===== src/hw/rtl/drsq_pkg.sv =====
`default_nettype none

package drsq_pkg;

   // Default depth of each job store
   localparam int QUEUE_DEPTH_DEF = 8;

   // Configuration port geometry
   localparam int CSR_IDX_W  = 2;
   localparam int CSR_DATA_W = 16;

   // Configuration register indexes
   localparam logic [CSR_IDX_W-1:0] CSR_RETRY_LIMIT   = 2'd0;
   localparam logic [CSR_IDX_W-1:0] CSR_RETRY_DELAY   = 2'd1;
   localparam logic [CSR_IDX_W-1:0] CSR_KINDS_ENABLED = 2'd2;

   // Configuration reset values
   localparam logic [2:0]  RETRY_LIMIT_RST   = 3'd3;
   localparam logic [15:0] RETRY_DELAY_RST   = 16'd5000;
   localparam logic [3:0]  KINDS_ENABLED_RST = 4'hF;

   // The settings reply never gets a retry budget
   localparam logic [1:0] KIND_SETTINGS = 2'd1;

   typedef enum logic [1:0] {
      MODE_ENQ  = 2'd0,
      MODE_ACK  = 2'd1,
      MODE_NACK = 2'd2,
      MODE_TICK = 2'd3
   } mode_type;

   typedef enum logic [2:0] {
      ST_IDLE,
      ST_DECODE,
      ST_RETRY,
      ST_TRY,
      ST_FINISH
   } state_type;

   typedef struct packed {
      logic [2:0]  retry_limit;
      logic [15:0] retry_delay_ticks;
      logic [3:0]  kinds_enabled;
   } cfg_type;

   // Controller to datapath
   typedef struct packed {
      logic capture;
      logic enq_push;
      logic release_flight;
      logic hold_flight;
      logic timer_dec;
      logic timer_cancel;
      logic move_held;
      logic flush;
      logic arm_timer;
      logic send_head;
      logic hold_head;
      logic load_result;
   } cmd_type;

   // Datapath to controller
   typedef struct packed {
      mode_type mode;
      logic     kind_listed;
      logic     in_flight;
      logic     timer_running;
      logic     timer_expire;
      logic     held_nonempty;
      logic     work_empty;
      logic     work_full;
      logic     link_up;
      logic     head_ok;
      logic     rsp_free;
   } status_type;

endpackage

`default_nettype wire


===== src/hw/rtl/drsq_if.sv =====
`default_nettype none

// Request channel: one scheduler event
interface drsq_req_if;
   logic       valid;
   logic       ready;
   logic [1:0] mode;
   logic [1:0] job_kind;
   logic       link_up;
   logic       outbox_accepts;

   modport source (output valid, mode, job_kind, link_up, outbox_accepts, input ready);
   modport sink   (input valid, mode, job_kind, link_up, outbox_accepts, output ready);
endinterface

// Response channel: scheduler status after one event
interface drsq_rsp_if;
   logic       valid;
   logic       ready;
   logic       send_valid;
   logic [1:0] send_kind;
   logic       busy_res;
   logic [3:0] queue_count;
   logic [3:0] failed_count;
   logic       timer_armed;
   logic [3:0] pending_mask;

   modport source (output valid, send_valid, send_kind, busy_res, queue_count,
                   failed_count, timer_armed, pending_mask, input ready);
   modport sink   (input valid, send_valid, send_kind, busy_res, queue_count,
                   failed_count, timer_armed, pending_mask, output ready);
endinterface

`default_nettype wire


===== src/hw/rtl/drsq_ctrl.sv =====
`default_nettype none

module drsq_ctrl (
   input  wire logic                clock,
   input  wire logic                reset,
   input  wire logic                req_valid,
   output logic                     req_ready,
   input  wire drsq_pkg::status_type status,
   output drsq_pkg::cmd_type        cmd
);

   drsq_pkg::state_type state_ff, state_in;

   // State register
   always_ff @(posedge clock) begin
      if (reset) begin
         state_ff <= drsq_pkg::ST_IDLE;
      end else begin
         state_ff <= state_in;
      end
   end

   // Next state and commands
   always_comb begin
      state_in  = state_ff;
      cmd       = '0;
      req_ready = 1'b0;
      case (state_ff)
         drsq_pkg::ST_IDLE: begin
            req_ready = 1'b1;
            if (req_valid) begin
               cmd.capture = 1'b1;
               state_in    = drsq_pkg::ST_DECODE;
            end
         end
         drsq_pkg::ST_DECODE: begin
            state_in = drsq_pkg::ST_FINISH;
            case (status.mode)
               drsq_pkg::MODE_ENQ: begin
                  if (!status.kind_listed) begin
                     cmd.enq_push = 1'b1;
                     state_in     = drsq_pkg::ST_TRY;
                  end
               end
               drsq_pkg::MODE_ACK: begin
                  if (status.in_flight) begin
                     cmd.release_flight = 1'b1;
                     state_in           = drsq_pkg::ST_TRY;
                  end
               end
               drsq_pkg::MODE_NACK: begin
                  if (status.in_flight) begin
                     cmd.release_flight = 1'b1;
                     cmd.hold_flight    = 1'b1;
                     state_in           = drsq_pkg::ST_TRY;
                  end
               end
               drsq_pkg::MODE_TICK: begin
                  if (status.timer_running) begin
                     if (status.timer_expire) begin
                        cmd.timer_cancel = 1'b1;
                        state_in         = drsq_pkg::ST_RETRY;
                     end else begin
                        cmd.timer_dec = 1'b1;
                     end
                  end
               end
               default: begin
                  state_in = drsq_pkg::ST_FINISH;
               end
            endcase
         end
         // Retry pass: one failed job back into the work queue per cycle
         drsq_pkg::ST_RETRY: begin
            if (status.held_nonempty && !status.work_full) begin
               cmd.move_held = 1'b1;
            end else begin
               state_in = drsq_pkg::ST_TRY;
            end
         end
         // Send attempt: refused heads are popped one per cycle and held only while they have retry budget left
         drsq_pkg::ST_TRY: begin
            if (status.in_flight) begin
               state_in = drsq_pkg::ST_FINISH;
            end else if (!status.link_up) begin
               cmd.flush = 1'b1;
               state_in  = drsq_pkg::ST_FINISH;
            end else if (status.work_empty) begin
               cmd.arm_timer = status.held_nonempty && !status.timer_running;
               state_in      = drsq_pkg::ST_FINISH;
            end else if (status.head_ok) begin
               cmd.send_head = 1'b1;
               state_in      = drsq_pkg::ST_FINISH;
            end else begin
               cmd.hold_head = 1'b1;
            end
         end
         drsq_pkg::ST_FINISH: begin
            if (status.rsp_free) begin
               cmd.load_result = 1'b1;
               state_in        = drsq_pkg::ST_IDLE;
            end
         end
         default: begin
            state_in = drsq_pkg::ST_IDLE;
         end
      endcase
   end

endmodule

`default_nettype wire


===== src/hw/rtl/drsq_datapath.sv =====
`default_nettype none

module drsq_datapath #(
   parameter int QUEUE_DEPTH = drsq_pkg::QUEUE_DEPTH_DEF
) (
   input  wire logic                 clock,
   input  wire logic                 reset,
   input  wire drsq_pkg::cfg_type    cfg,
   input  wire drsq_pkg::cmd_type    cmd,
   output drsq_pkg::status_type      status,
   input  wire logic [1:0]           req_mode,
   input  wire logic [1:0]           req_job_kind,
   input  wire logic                 req_link_up,
   input  wire logic                 req_outbox_accepts,
   input  wire logic                 rsp_ready,
   output logic                      rsp_valid,
   output logic                      rsp_send_valid,
   output logic [1:0]                rsp_send_kind,
   output logic                      rsp_busy_res,
   output logic [3:0]                rsp_queue_count,
   output logic [3:0]                rsp_failed_count,
   output logic                      rsp_timer_armed,
   output logic [3:0]                rsp_pending_mask
);

   localparam int IDX_W = $clog2(QUEUE_DEPTH);
   localparam int LEN_W = $clog2(QUEUE_DEPTH + 1);
   localparam logic [LEN_W-1:0] LEN_MAX = LEN_W'(QUEUE_DEPTH);

   // Captured request
   logic [1:0] item_mode_ff;
   logic [1:0] item_kind_ff;
   logic       item_link_ff;
   logic       item_accepts_ff;

   // Work queue and failed set
   logic [1:0]       work_kind_ff [QUEUE_DEPTH];
   logic [1:0]       work_kind_in [QUEUE_DEPTH];
   logic [2:0]       work_retry_ff [QUEUE_DEPTH];
   logic [2:0]       work_retry_in [QUEUE_DEPTH];
   logic [LEN_W-1:0] work_len_ff, work_len_in;
   logic [1:0]       held_kind_ff [QUEUE_DEPTH];
   logic [1:0]       held_kind_in [QUEUE_DEPTH];
   logic [2:0]       held_retry_ff [QUEUE_DEPTH];
   logic [2:0]       held_retry_in [QUEUE_DEPTH];
   logic [LEN_W-1:0] held_len_ff, held_len_in;

   // In-flight job, retry timer, send flag
   logic        in_flight_ff, in_flight_in;
   logic [1:0]  flight_kind_ff, flight_kind_in;
   logic [2:0]  flight_retry_ff, flight_retry_in;
   logic        timer_run_ff, timer_run_in;
   logic [15:0] timer_left_ff, timer_left_in;
   logic        sent_ff, sent_in;
   logic [1:0]  sent_kind_ff, sent_kind_in;

   // Result register
   logic       rsp_valid_ff, rsp_valid_in;
   logic       res_sent_ff;
   logic [1:0] res_kind_ff;
   logic       res_busy_ff;
   logic [3:0] res_qcount_ff;
   logic [3:0] res_fcount_ff;
   logic       res_timer_ff;
   logic [3:0] res_mask_ff;

   logic             work_full, held_full;
   logic             work_pop, work_push, held_pop, held_push;
   logic [1:0]       push_kind, hold_kind;
   logic [2:0]       push_retry, hold_retry;
   logic [3:0]       pending;
   logic             rsp_free;

   assign work_full = (work_len_ff == LEN_MAX);
   assign held_full = (held_len_ff == LEN_MAX);

   // Kinds present anywhere in the scheduler
   always_comb begin
      pending = '0;
      if (in_flight_ff) begin
         pending[flight_kind_ff] = 1'b1;
      end
      for (int i = 0; i < QUEUE_DEPTH; i++) begin
         if (LEN_W'(i) < work_len_ff) begin
            pending[work_kind_ff[i]] = 1'b1;
         end
         if (LEN_W'(i) < held_len_ff) begin
            pending[held_kind_ff[i]] = 1'b1;
         end
      end
   end

   // Work queue sources: new request or failed set head
   assign work_pop   = cmd.send_head | cmd.hold_head;
   assign work_push  = cmd.enq_push | cmd.move_held;
   assign push_kind  = cmd.move_held ? held_kind_ff[0] : item_kind_ff;
   assign push_retry = cmd.move_held ? held_retry_ff[0] :
                       ((item_kind_ff == drsq_pkg::KIND_SETTINGS) ? 3'd0 : cfg.retry_limit);

   // Failed set sources: nacked job or refused head; only with budget left
   assign hold_kind  = cmd.hold_flight ? flight_kind_ff : work_kind_ff[0];
   assign hold_retry = cmd.hold_flight ? flight_retry_ff : work_retry_ff[0];
   assign held_pop   = cmd.move_held;
   assign held_push  = (cmd.hold_flight | cmd.hold_head) &&
                       (hold_kind != drsq_pkg::KIND_SETTINGS) &&
                       (hold_retry != 3'd0) && !held_full;

   // Work queue next value
   always_comb begin
      work_kind_in  = work_kind_ff;
      work_retry_in = work_retry_ff;
      work_len_in   = work_len_ff;
      if (cmd.flush) begin
         work_len_in = '0;
      end else if (work_pop) begin
         for (int i = 0; i < QUEUE_DEPTH - 1; i++) begin
            work_kind_in[i]  = work_kind_ff[i+1];
            work_retry_in[i] = work_retry_ff[i+1];
         end
         work_len_in = work_len_ff - LEN_W'(1);
      end else if (work_push && !work_full) begin
         work_kind_in[work_len_ff[IDX_W-1:0]]  = push_kind;
         work_retry_in[work_len_ff[IDX_W-1:0]] = push_retry;
         work_len_in = work_len_ff + LEN_W'(1);
      end
   end

   // Failed set next value
   always_comb begin
      held_kind_in  = held_kind_ff;
      held_retry_in = held_retry_ff;
      held_len_in   = held_len_ff;
      if (cmd.flush) begin
         held_len_in = '0;
      end else if (held_pop) begin
         for (int i = 0; i < QUEUE_DEPTH - 1; i++) begin
            held_kind_in[i]  = held_kind_ff[i+1];
            held_retry_in[i] = held_retry_ff[i+1];
         end
         held_len_in = held_len_ff - LEN_W'(1);
      end else if (held_push) begin
         held_kind_in[held_len_ff[IDX_W-1:0]]  = hold_kind;
         held_retry_in[held_len_ff[IDX_W-1:0]] = hold_retry - 3'd1;
         held_len_in = held_len_ff + LEN_W'(1);
      end
   end

   // Flight, timer and send flag next value
   always_comb begin
      in_flight_in    = in_flight_ff;
      flight_kind_in  = flight_kind_ff;
      flight_retry_in = flight_retry_ff;
      timer_run_in    = timer_run_ff;
      timer_left_in   = timer_left_ff;
      sent_in         = sent_ff;
      sent_kind_in    = sent_kind_ff;
      if (cmd.capture) begin
         sent_in      = 1'b0;
         sent_kind_in = '0;
      end
      if (cmd.release_flight) begin
         in_flight_in = 1'b0;
      end
      if (cmd.send_head) begin
         in_flight_in    = 1'b1;
         flight_kind_in  = work_kind_ff[0];
         flight_retry_in = work_retry_ff[0];
         sent_in         = 1'b1;
         sent_kind_in    = work_kind_ff[0];
      end
      if (cmd.timer_dec && timer_left_ff != 16'd0) begin
         timer_left_in = timer_left_ff - 16'd1;
      end
      if (cmd.timer_cancel || cmd.flush) begin
         timer_run_in  = 1'b0;
         timer_left_in = '0;
      end
      if (cmd.arm_timer) begin
         timer_run_in  = 1'b1;
         timer_left_in = (cfg.retry_delay_ticks == 16'd0) ? 16'd1 : cfg.retry_delay_ticks;
      end
   end

   // Result register handshake
   assign rsp_free = !rsp_valid_ff || rsp_ready;

   always_comb begin
      rsp_valid_in = rsp_valid_ff;
      if (cmd.load_result) begin
         rsp_valid_in = 1'b1;
      end else if (rsp_ready) begin
         rsp_valid_in = 1'b0;
      end
   end

   // Control registers
   always_ff @(posedge clock) begin
      if (reset) begin
         work_len_ff     <= '0;
         held_len_ff     <= '0;
         in_flight_ff    <= 1'b0;
         flight_kind_ff  <= '0;
         flight_retry_ff <= '0;
         timer_run_ff    <= 1'b0;
         timer_left_ff   <= '0;
         sent_ff         <= 1'b0;
         sent_kind_ff    <= '0;
         rsp_valid_ff    <= 1'b0;
      end else begin
         work_len_ff     <= work_len_in;
         held_len_ff     <= held_len_in;
         in_flight_ff    <= in_flight_in;
         flight_kind_ff  <= flight_kind_in;
         flight_retry_ff <= flight_retry_in;
         timer_run_ff    <= timer_run_in;
         timer_left_ff   <= timer_left_in;
         sent_ff         <= sent_in;
         sent_kind_ff    <= sent_kind_in;
         rsp_valid_ff    <= rsp_valid_in;
      end
   end

   // Payload registers
   always_ff @(posedge clock) begin
      work_kind_ff  <= work_kind_in;
      work_retry_ff <= work_retry_in;
      held_kind_ff  <= held_kind_in;
      held_retry_ff <= held_retry_in;
      if (cmd.capture) begin
         item_mode_ff    <= req_mode;
         item_kind_ff    <= req_job_kind;
         item_link_ff    <= req_link_up;
         item_accepts_ff <= req_outbox_accepts;
      end
      if (cmd.load_result) begin
         res_sent_ff   <= sent_ff;
         res_kind_ff   <= sent_kind_ff;
         res_busy_ff   <= in_flight_ff;
         res_qcount_ff <= 4'(work_len_ff);
         res_fcount_ff <= 4'(held_len_ff);
         res_timer_ff  <= timer_run_ff;
         res_mask_ff   <= pending;
      end
   end

   // Status to the controller
   always_comb begin
      status.mode          = drsq_pkg::mode_type'(item_mode_ff);
      status.kind_listed   = pending[item_kind_ff];
      status.in_flight     = in_flight_ff;
      status.timer_running = timer_run_ff;
      status.timer_expire  = (timer_left_ff <= 16'd1);
      status.held_nonempty = (held_len_ff != '0);
      status.work_empty    = (work_len_ff == '0);
      status.work_full     = work_full;
      status.link_up       = item_link_ff;
      status.head_ok       = item_accepts_ff && cfg.kinds_enabled[work_kind_ff[0]];
      status.rsp_free      = rsp_free;
   end

   assign rsp_valid        = rsp_valid_ff;
   assign rsp_send_valid   = res_sent_ff;
   assign rsp_send_kind    = res_kind_ff;
   assign rsp_busy_res     = res_busy_ff;
   assign rsp_queue_count  = res_qcount_ff;
   assign rsp_failed_count = res_fcount_ff;
   assign rsp_timer_armed  = res_timer_ff;
   assign rsp_pending_mask = res_mask_ff;

endmodule

`default_nettype wire


===== src/hw/rtl/dedup_retry_send_queue.sv =====
// Single-outstanding send scheduler. Each request is one event (enqueue a job
// kind, send acknowledged, send nacked, time tick) and returns exactly one
// response with the send made during that event, if any, and the scheduler
// status afterwards. An accepted request is captured and decoded; an event that
// is ignored or only counts the timer down then finishes, one that reaches a
// send attempt pops each refused queue head in turn, and a retry pass first
// moves failed jobs back and then makes a send attempt. Deduplication keeps at
// most four jobs; the controller steps one queue entry per cycle through the
// shifting work queue and failed set. The finish step is held while an earlier
// response still waits unaccepted. A new request is taken once the previous
// response has been placed in the output register, even while that response
// waits. The configuration registers (retry limit, retry delay, enabled kinds)
// are written through csr_we/csr_index/csr_wdata; write them only while idle.
`default_nettype none

module dedup_retry_send_queue #(
   parameter int QUEUE_DEPTH = drsq_pkg::QUEUE_DEPTH_DEF
) (
   input  wire logic                              clock,
   input  wire logic                              reset,
   drsq_req_if.sink                               req_ch,
   drsq_rsp_if.source                             rsp_ch,
   input  wire logic                              csr_we,
   input  wire logic [drsq_pkg::CSR_IDX_W-1:0]    csr_index,
   input  wire logic [drsq_pkg::CSR_DATA_W-1:0]   csr_wdata
);

   drsq_pkg::cfg_type    cfg_ff, cfg_in;
   drsq_pkg::cmd_type    cmd;
   drsq_pkg::status_type status;
   logic                 req_ready;

   // Configuration registers
   always_comb begin
      cfg_in = cfg_ff;
      if (csr_we) begin
         case (csr_index)
            drsq_pkg::CSR_RETRY_LIMIT:   cfg_in.retry_limit       = csr_wdata[2:0];
            drsq_pkg::CSR_RETRY_DELAY:   cfg_in.retry_delay_ticks = csr_wdata[15:0];
            drsq_pkg::CSR_KINDS_ENABLED: cfg_in.kinds_enabled     = csr_wdata[3:0];
            default: begin
               cfg_in = cfg_ff;
            end
         endcase
      end
   end

   always_ff @(posedge clock) begin
      if (reset) begin
         cfg_ff.retry_limit       <= drsq_pkg::RETRY_LIMIT_RST;
         cfg_ff.retry_delay_ticks <= drsq_pkg::RETRY_DELAY_RST;
         cfg_ff.kinds_enabled     <= drsq_pkg::KINDS_ENABLED_RST;
      end else begin
         cfg_ff <= cfg_in;
      end
   end

   // Sequencer
   drsq_ctrl u_ctrl (
      .clock     (clock),
      .reset     (reset),
      .req_valid (req_ch.valid),
      .req_ready (req_ready),
      .status    (status),
      .cmd       (cmd)
   );

   assign req_ch.ready = req_ready;

   // Queues, timer and response register
   drsq_datapath #(
      .QUEUE_DEPTH (QUEUE_DEPTH)
   ) u_datapath (
      .clock              (clock),
      .reset              (reset),
      .cfg                (cfg_ff),
      .cmd                (cmd),
      .status             (status),
      .req_mode           (req_ch.mode),
      .req_job_kind       (req_ch.job_kind),
      .req_link_up        (req_ch.link_up),
      .req_outbox_accepts (req_ch.outbox_accepts),
      .rsp_ready          (rsp_ch.ready),
      .rsp_valid          (rsp_ch.valid),
      .rsp_send_valid     (rsp_ch.send_valid),
      .rsp_send_kind      (rsp_ch.send_kind),
      .rsp_busy_res       (rsp_ch.busy_res),
      .rsp_queue_count    (rsp_ch.queue_count),
      .rsp_failed_count   (rsp_ch.failed_count),
      .rsp_timer_armed    (rsp_ch.timer_armed),
      .rsp_pending_mask   (rsp_ch.pending_mask)
   );

endmodule

`default_nettype wire

===== src/flat_wrapper.sv =====
// flat-port wrapper written by rule: the top's interface ports become plain ports
module dedup_retry_send_queue_flat 
#(
   parameter int QUEUE_DEPTH = drsq_pkg::QUEUE_DEPTH_DEF
)
  (clock, reset, csr_we, csr_index, csr_wdata, req_ch_valid, req_ch_mode, req_ch_job_kind, req_ch_link_up, req_ch_outbox_accepts, req_ch_ready, rsp_ch_valid, rsp_ch_send_valid, rsp_ch_send_kind, rsp_ch_busy_res, rsp_ch_queue_count, rsp_ch_failed_count, rsp_ch_timer_armed, rsp_ch_pending_mask, rsp_ch_ready);
  drsq_req_if req_ch_i ();
  drsq_rsp_if rsp_ch_i ();
  input  wire logic clock;
  input  wire logic reset;
  input  wire logic csr_we;
  input  wire logic [drsq_pkg::CSR_IDX_W-1:0] csr_index;
  input  wire logic [drsq_pkg::CSR_DATA_W-1:0] csr_wdata;
  input wire logic [$bits(req_ch_i.valid)-1:0] req_ch_valid;
  input wire logic [$bits(req_ch_i.mode)-1:0] req_ch_mode;
  input wire logic [$bits(req_ch_i.job_kind)-1:0] req_ch_job_kind;
  input wire logic [$bits(req_ch_i.link_up)-1:0] req_ch_link_up;
  input wire logic [$bits(req_ch_i.outbox_accepts)-1:0] req_ch_outbox_accepts;
  output wire logic [$bits(req_ch_i.ready)-1:0] req_ch_ready;
  output wire logic [$bits(rsp_ch_i.valid)-1:0] rsp_ch_valid;
  output wire logic [$bits(rsp_ch_i.send_valid)-1:0] rsp_ch_send_valid;
  output wire logic [$bits(rsp_ch_i.send_kind)-1:0] rsp_ch_send_kind;
  output wire logic [$bits(rsp_ch_i.busy_res)-1:0] rsp_ch_busy_res;
  output wire logic [$bits(rsp_ch_i.queue_count)-1:0] rsp_ch_queue_count;
  output wire logic [$bits(rsp_ch_i.failed_count)-1:0] rsp_ch_failed_count;
  output wire logic [$bits(rsp_ch_i.timer_armed)-1:0] rsp_ch_timer_armed;
  output wire logic [$bits(rsp_ch_i.pending_mask)-1:0] rsp_ch_pending_mask;
  input wire logic [$bits(rsp_ch_i.ready)-1:0] rsp_ch_ready;
  assign req_ch_i.valid = req_ch_valid;
  assign req_ch_i.mode = req_ch_mode;
  assign req_ch_i.job_kind = req_ch_job_kind;
  assign req_ch_i.link_up = req_ch_link_up;
  assign req_ch_i.outbox_accepts = req_ch_outbox_accepts;
  assign req_ch_ready = req_ch_i.ready;
  assign rsp_ch_valid = rsp_ch_i.valid;
  assign rsp_ch_send_valid = rsp_ch_i.send_valid;
  assign rsp_ch_send_kind = rsp_ch_i.send_kind;
  assign rsp_ch_busy_res = rsp_ch_i.busy_res;
  assign rsp_ch_queue_count = rsp_ch_i.queue_count;
  assign rsp_ch_failed_count = rsp_ch_i.failed_count;
  assign rsp_ch_timer_armed = rsp_ch_i.timer_armed;
  assign rsp_ch_pending_mask = rsp_ch_i.pending_mask;
  assign rsp_ch_i.ready = rsp_ch_ready;
  dedup_retry_send_queue #(.QUEUE_DEPTH(QUEUE_DEPTH)) u_core (.clock(clock), .reset(reset), .req_ch(req_ch_i), .rsp_ch(rsp_ch_i), .csr_we(csr_we), .csr_index(csr_index), .csr_wdata(csr_wdata));
endmodule

===== config.mk =====
export PLATFORM = sky130hd
export DESIGN_NAME = dedup_retry_send_queue_flat
export DESIGN_NICKNAME = d
export VERILOG_FILES = /design/src/hw/rtl/drsq_pkg.sv /design/src/hw/rtl/drsq_if.sv /design/src/hw/rtl/drsq_ctrl.sv /design/src/hw/rtl/drsq_datapath.sv /design/src/hw/rtl/dedup_retry_send_queue.sv /design/src/flat_wrapper.sv
export SDC_FILE = /design/constraint.sdc
export NUM_CORES = 1
export LEC_CHECK = 0
export BUFFER_PORTS_ARGS = -buffer_cell sky130_fd_sc_hd__buf_2
export CAP_MARGIN = 20
export CORE_MARGIN = 1.5
export CORE_UTILIZATION = 40
export CTS_CLUSTER_DIAMETER = 60
export CTS_CLUSTER_SIZE = 30
export DETAILED_ROUTE_END_ITERATION = 16
export GPL_TIMING_DRIVEN = 1
export SLEW_MARGIN = 5
export SYNTH_ARGS = -nofsm -noshare
export SYNTH_HDL_FRONTEND = slang
export SYNTH_HIERARCHICAL = 1
export SYNTH_SLANG_ARGS = --single-unit

===== constraint.sdc =====
create_clock -name clock -period 3.95 [get_ports clock]
set_input_delay 0.1975 -clock clock [delete_from_list [all_inputs] [get_ports clock]]
set_output_delay 0.1975 -clock clock [all_outputs]
set_load 0.01 [all_outputs]

==> results.txt <==
The run finished with clean final reports. The synthesis-to-finish area growth came out at 15.4%. Among all flip-flop cells after synthesis, the most frequent one is edfxtp_1. The final setup violation count came out at 0.

The routed length per placed instance is 18.8 um. The number of buffers and inverters on the critical path is 1. The H-tree generated during clock tree synthesis spans 4 levels.

The placed wire-length estimate after detailed placement came out at 16100 um. The flop-to-flop setup slack came out at 0.04 ns. For this configuration, the core starts out at a cell density of 0.412.

The number of clock buffers inserted by TritonCTS is 17. On the worst path, the slowest cell contributes a delay of 0.56 ns. Summed over all nets, wire length on met3 after detailed routing comes to around 1300 um. After detailed routing, the number of remaining DRC violations is 0. The data arrival time of the critical path is a little under 4 ns. The number of hold-slack violations in the final timing report is 0. Setup repair after global routing could not meet its margin everywhere.

The startpoint identified for the worst register-to-register timing path is u_core/u_datapath/held_len_ff[0]. The worst reg2reg path endpoint is u_core/u_datapath/work_retry_ff[8]. The mean instance size in the synthesized netlist came out at 10.1 um2. The detailed-route via count came out at 6646. The clock net sink count came out at roughly 160. After clock tree synthesis, the setup repair step added 0 buffers. The cell seen most often among critical-path stages is o22ai_1.

The cell family contributing the most delay on the critical path is simple AND/OR/NAND/NOR gates. The final core utilization came out at 0.475. The number of pins with negative max-slew slack in the final report came out at 0. The met1 layer wirelength in the final routing is 10000 um. The number of inserted filler cells in the final layout came out at between 1500 and 2000. After synthesis the netlist holds a flip-flop and latch count of 164.

The worst slack at placement is between 0.1 and 0.15 ns. The final wirelength is 22100 um. In this run the worst hold path is classified as input pin to flip-flop.

TritonCTS built the clock tree. In this run, the number of DRC markers left after iteration 0 of detailed routing was 614. The worst-margin pin slew came out at 0.983 ns.

The post-synthesis instance total came out at 833. The clock period minus final worst setup slack came out at 3.91 ns. The count of flip-flops with a built-in enable after synthesis is 103. The signal on the critical path passes through inv_1 -> ha_1 -> nor3b_1 -> o32ai_1 -> a221o_1 -> or4_4 -> o22ai_1 -> nor3_1 -> and3b_1 -> o22ai_1 -> nand2_1 -> nand2b_1 -> a21oi_1. The cell at the root of the clock tree is clkbuf_16. The power per unit of standard cell area is 392 mW/mm2. The post-synthesis instance area came out at 0.00841 mm2. The proportion of synthesized chip area in sequential cells is 0.513. The standard-cell row count came out at 52.

The number of cells on the worst hold path is 3. The net count after synthesis is 876. The highest metal layer carrying signal wires in the routed design is met4. The number of antenna diodes in the final layout is 0. The net total in the final layout came out at about 940. The via count of the first global-routing pass was about 6300.

The area of the die came out at 0.0219 mm2. The worst-skew pair later-pin latency is 0.44 ns. Across the VDD grid, the largest voltage drop is 0.000278 V. The count of nets left with antenna violations once routing finished came out at 0.

The share of the cycle needed by the critical path after routing is 0.991. The buffer depth of the longest clock path came out at 2. The sum of met2 wire segment lengths after detailed routing came out at 10400 um.

The count of pins on the block boundary came out at 48. The critical path is of the flip-flop to flip-flop type. The number of different library cells used by synthesis comes to 69.

The terminating pin of the worst hold path is u_core/cfg_ff[17]. The worst hold slack across all endpoints is about 0.012 ns. The total congestion overflow after global routing came out at 0. The total iterations of the first detailed-routing run came out at 5. The quantity of I/O buffers inserted on ports came out at between 40 and 50. The horizontal die dimension is ~150 um.

The number of maximum-capacitance constraint violations is 0. The async set-or-reset flop fraction in the synthesized netlist came out at 0. The pin count of the biggest net entering global routing came out at 57.

The wire length of the first global-routing pass came out at 34600 um. The worst path meets setup with 0.0364 ns of slack. The maximum achievable frequency came out at 0.256 GHz. The worst slew slack as a fraction of its limit is 0.340. The startpoint identified for the worst hold timing path is csr_wdata[13].

The ratio of cells with drive above 1 in the final layout is 0.157. The largest driver fanout on the critical path came out at 7. The worst setup path is captured at a flip-flop.

The die height came out at 148 um. The required time of the critical path came out at 4.01 ns. After clock tree synthesis, the clock-pin slew on the worst setup and hold paths is about 0.070 ns. The worst setup path is launched from a flip-flop.

Routability-driven placement finished with a final weighted congestion of 0.941. The depth of the worst register-to-register path came out at 13. During synthesis, Yosys emitted a total of 6 warnings. The post-detailed-route via-to-cell ratio came out at 5.65. The total power is around 0.0038 W. The number of antenna violations at the first check in global routing is 0. The global-route total usage across every layer came out at 0.207.

The core footprint is 0.0204 mm2. Among all stages on the critical path, the largest delay is contributed by a21oi_1. The clock skew is 0.0185 ns.

The static leakage came out at 3.65 nW.
[worst max-delay path by stage]
stage / from / endpoint / slack, ns / depth (start not counted)
floorplan: u_core/u_datapath/work_len_ff[0] / u_core/u_datapath/work_kind_ff[0] / 0.07 / 14
detailed placement: u_core/u_datapath/held_len_ff[0] / u_core/u_datapath/work_retry_ff[6] / 0.10 / 13
global route: u_core/u_datapath/held_len_ff[0] / u_core/u_datapath/work_retry_ff[8] / -0.16 / 13
global placement: u_core/u_datapath/held_len_ff[0] / u_core/u_datapath/work_retry_ff[6] / 0.22 / 13
CTS: u_core/u_datapath/held_len_ff[0] / u_core/u_datapath/work_retry_ff[8] / 0.07 / 13
finish: u_core/u_datapath/held_len_ff[0] / u_core/u_datapath/work_retry_ff[8] / 0.04 / 13
[power breakdown]
group / internal (W) / total (W) / switching [W] / leakage [nW]
Sequential: 0.00185 / 0.00188 / 0.0000308 / 1.46
Clock: 0.000949 / 0.00168 / 0.000732 / 0.290
Combinational: 0.0000995 / 0.000241 / 0.000142 / 1.90
Total: 0.00290 / 0.00380 / 0.000905 / 3.65
[cell usage in the layout (no fill, tap or decap), types with 5 or more instances in the layout]
cell type      instances
edfxtp_1             103
nor2_1                87
nand2_1               72
dfxtp_1               61
a22o_1                50
buf_2                 47
buf_4                 42
inv_1                 35
o21ai_0               35
nand2b_1              34
a21oi_1               32
mux2i_1               31
nor3_1                28
nand3_1               21
clkbuf_16             17
ha_1                  14
a211oi_1              12
and3_1                11
nor2b_1               10
nand3b_1              10
o211ai_1               9
nor3b_1                7
nor4_1                 7
dlygate4sd3_1          6
o22ai_1                6
o31ai_1                6
o32ai_1                6
xnor2_1                6
or3_1                  5
a21o_1                 5
a22oi_1                5
[repair_timing]
item / 4_1_cts / 5_1_grt
hold buffers: 6 / 0
endpoints found under the hold margin: 6 / 0
setup endpoints to repair: 0 / 58
gates resized for setup: 0 / 1
[logic make-up (layout without fill, tap and decap cells)]
kind of cell,after synthesis,in the layout,share of synthesized area
fa+ha+maj,14,14,0.0208
flops,164,164,0.513
simple gates,321,321,0.193
compound gates,201,201,0.173
buf+inv,90,163,0.0483
mux,34,34,0.0422
xor+xnor,9,9,0.00937
[area by class of cell]
type                            instances  area, um2  area share
Sequential cell                       164       4310       0.444
Multi-Input combinational cell        579       3700       0.381
Timing Repair Buffer                   96        626      0.0644
Clock buffer                           17        425      0.0438
Tap cell                              270        338      0.0348
Clock inverter                         15        171      0.0177
Inverter                               35        131      0.0135
[metal layers]
| layer | global-route usage | vias up |
|---|---|---|
| li1 | - | 3200 |
| met1 | 0.282 | 3185 |
| met2 | 0.336 | 233 |
| met3 | 0.0432 | 28 |
| met4 | 0.0559 | 0 |
| met5 | 0 | - |
[flip-flops by register name, indices dropped and copies added, names as in the netlist, 2 cells and up]
register and count:
u_core/u_datapath/sent_kind_ff 2, u_core/u_datapath/work_kind_ff 16, u_core/u_datapath/item_mode_ff 2, u_core/u_datapath/rsp_pending_mask 4, u_core/u_datapath/flight_retry_ff 3, u_core/u_datapath/rsp_send_kind 2
u_core/u_ctrl/state_ff 3, u_core/cfg_ff 23, u_core/u_datapath/held_retry_ff 24, u_core/u_datapath/held_len_ff 4, u_core/u_datapath/work_retry_ff 24, u_core/u_datapath/held_kind_ff 16
u_core/u_datapath/timer_left_ff 16, u_core/u_datapath/rsp_failed_count 4, u_core/u_datapath/rsp_queue_count 4, u_core/u_datapath/flight_kind_ff 2, u_core/u_datapath/item_kind_ff 2, u_core/u_datapath/work_len_ff 4
[cell usage after synthesis (4+ instances only)]
cell | n | area (um2)
edfxtp_1 | 103 | 3090
nor2_1 | 88 | 330
nand2_1 | 72 | 270
dfxtp_1 | 61 | 1220
a22o_1 | 50 | 438
clkbuf_1 | 36 | 135
inv_1 | 35 | 131
o21ai_0 | 35 | 175
nand2b_1 | 34 | 213
a21oi_1 | 32 | 160
mux2i_1 | 31 | 310
nor3_1 | 28 | 140
nand3_1 | 21 | 105
ha_1 | 14 | 175
a211oi_1 | 12 | 90.1
and3_1 | 11 | 68.8
nand3b_1 | 10 | 75.1
nor2b_1 | 10 | 62.6
o211ai_1 | 9 | 67.6
nor3b_1 | 7 | 52.6
nor4_1 | 7 | 43.8
buf_6 | 6 | 67.6
o22ai_1 | 6 | 37.5
o31ai_1 | 6 | 45.0
o32ai_1 | 6 | 52.6
xnor2_1 | 6 | 52.6
a21o_1 | 5 | 37.5
a22oi_1 | 5 | 37.5
buf_4 | 5 | 37.5
or3_1 | 5 | 31.3
a32o_1 | 4 | 40.0
a32oi_1 | 4 | 35.0
buf_1 | 4 | 15.0
o2111ai_1 | 4 | 35.0
o311ai_0 | 4 | 35.0
or2_2 | 4 | 25.0
[per-stage QoR]
stage	instance area, um2	std cells	setup TNS (ns)
6_report	9710	1176	0
5_1_grt	9710	1176	-4.97
4_1_cts	9690	1175	0
3_5_place_dp	9030	1137	0
3_3_place_gp	9030	1137	0
2_1_floorplan	8410	833	0
[worst min-delay path, stage by stage]
cell and delay, ns:
buf_2 0.09, nand2b_1 0.05, mux2i_1 0.06
No activity file was read; power rests on OpenSTA's default activity.
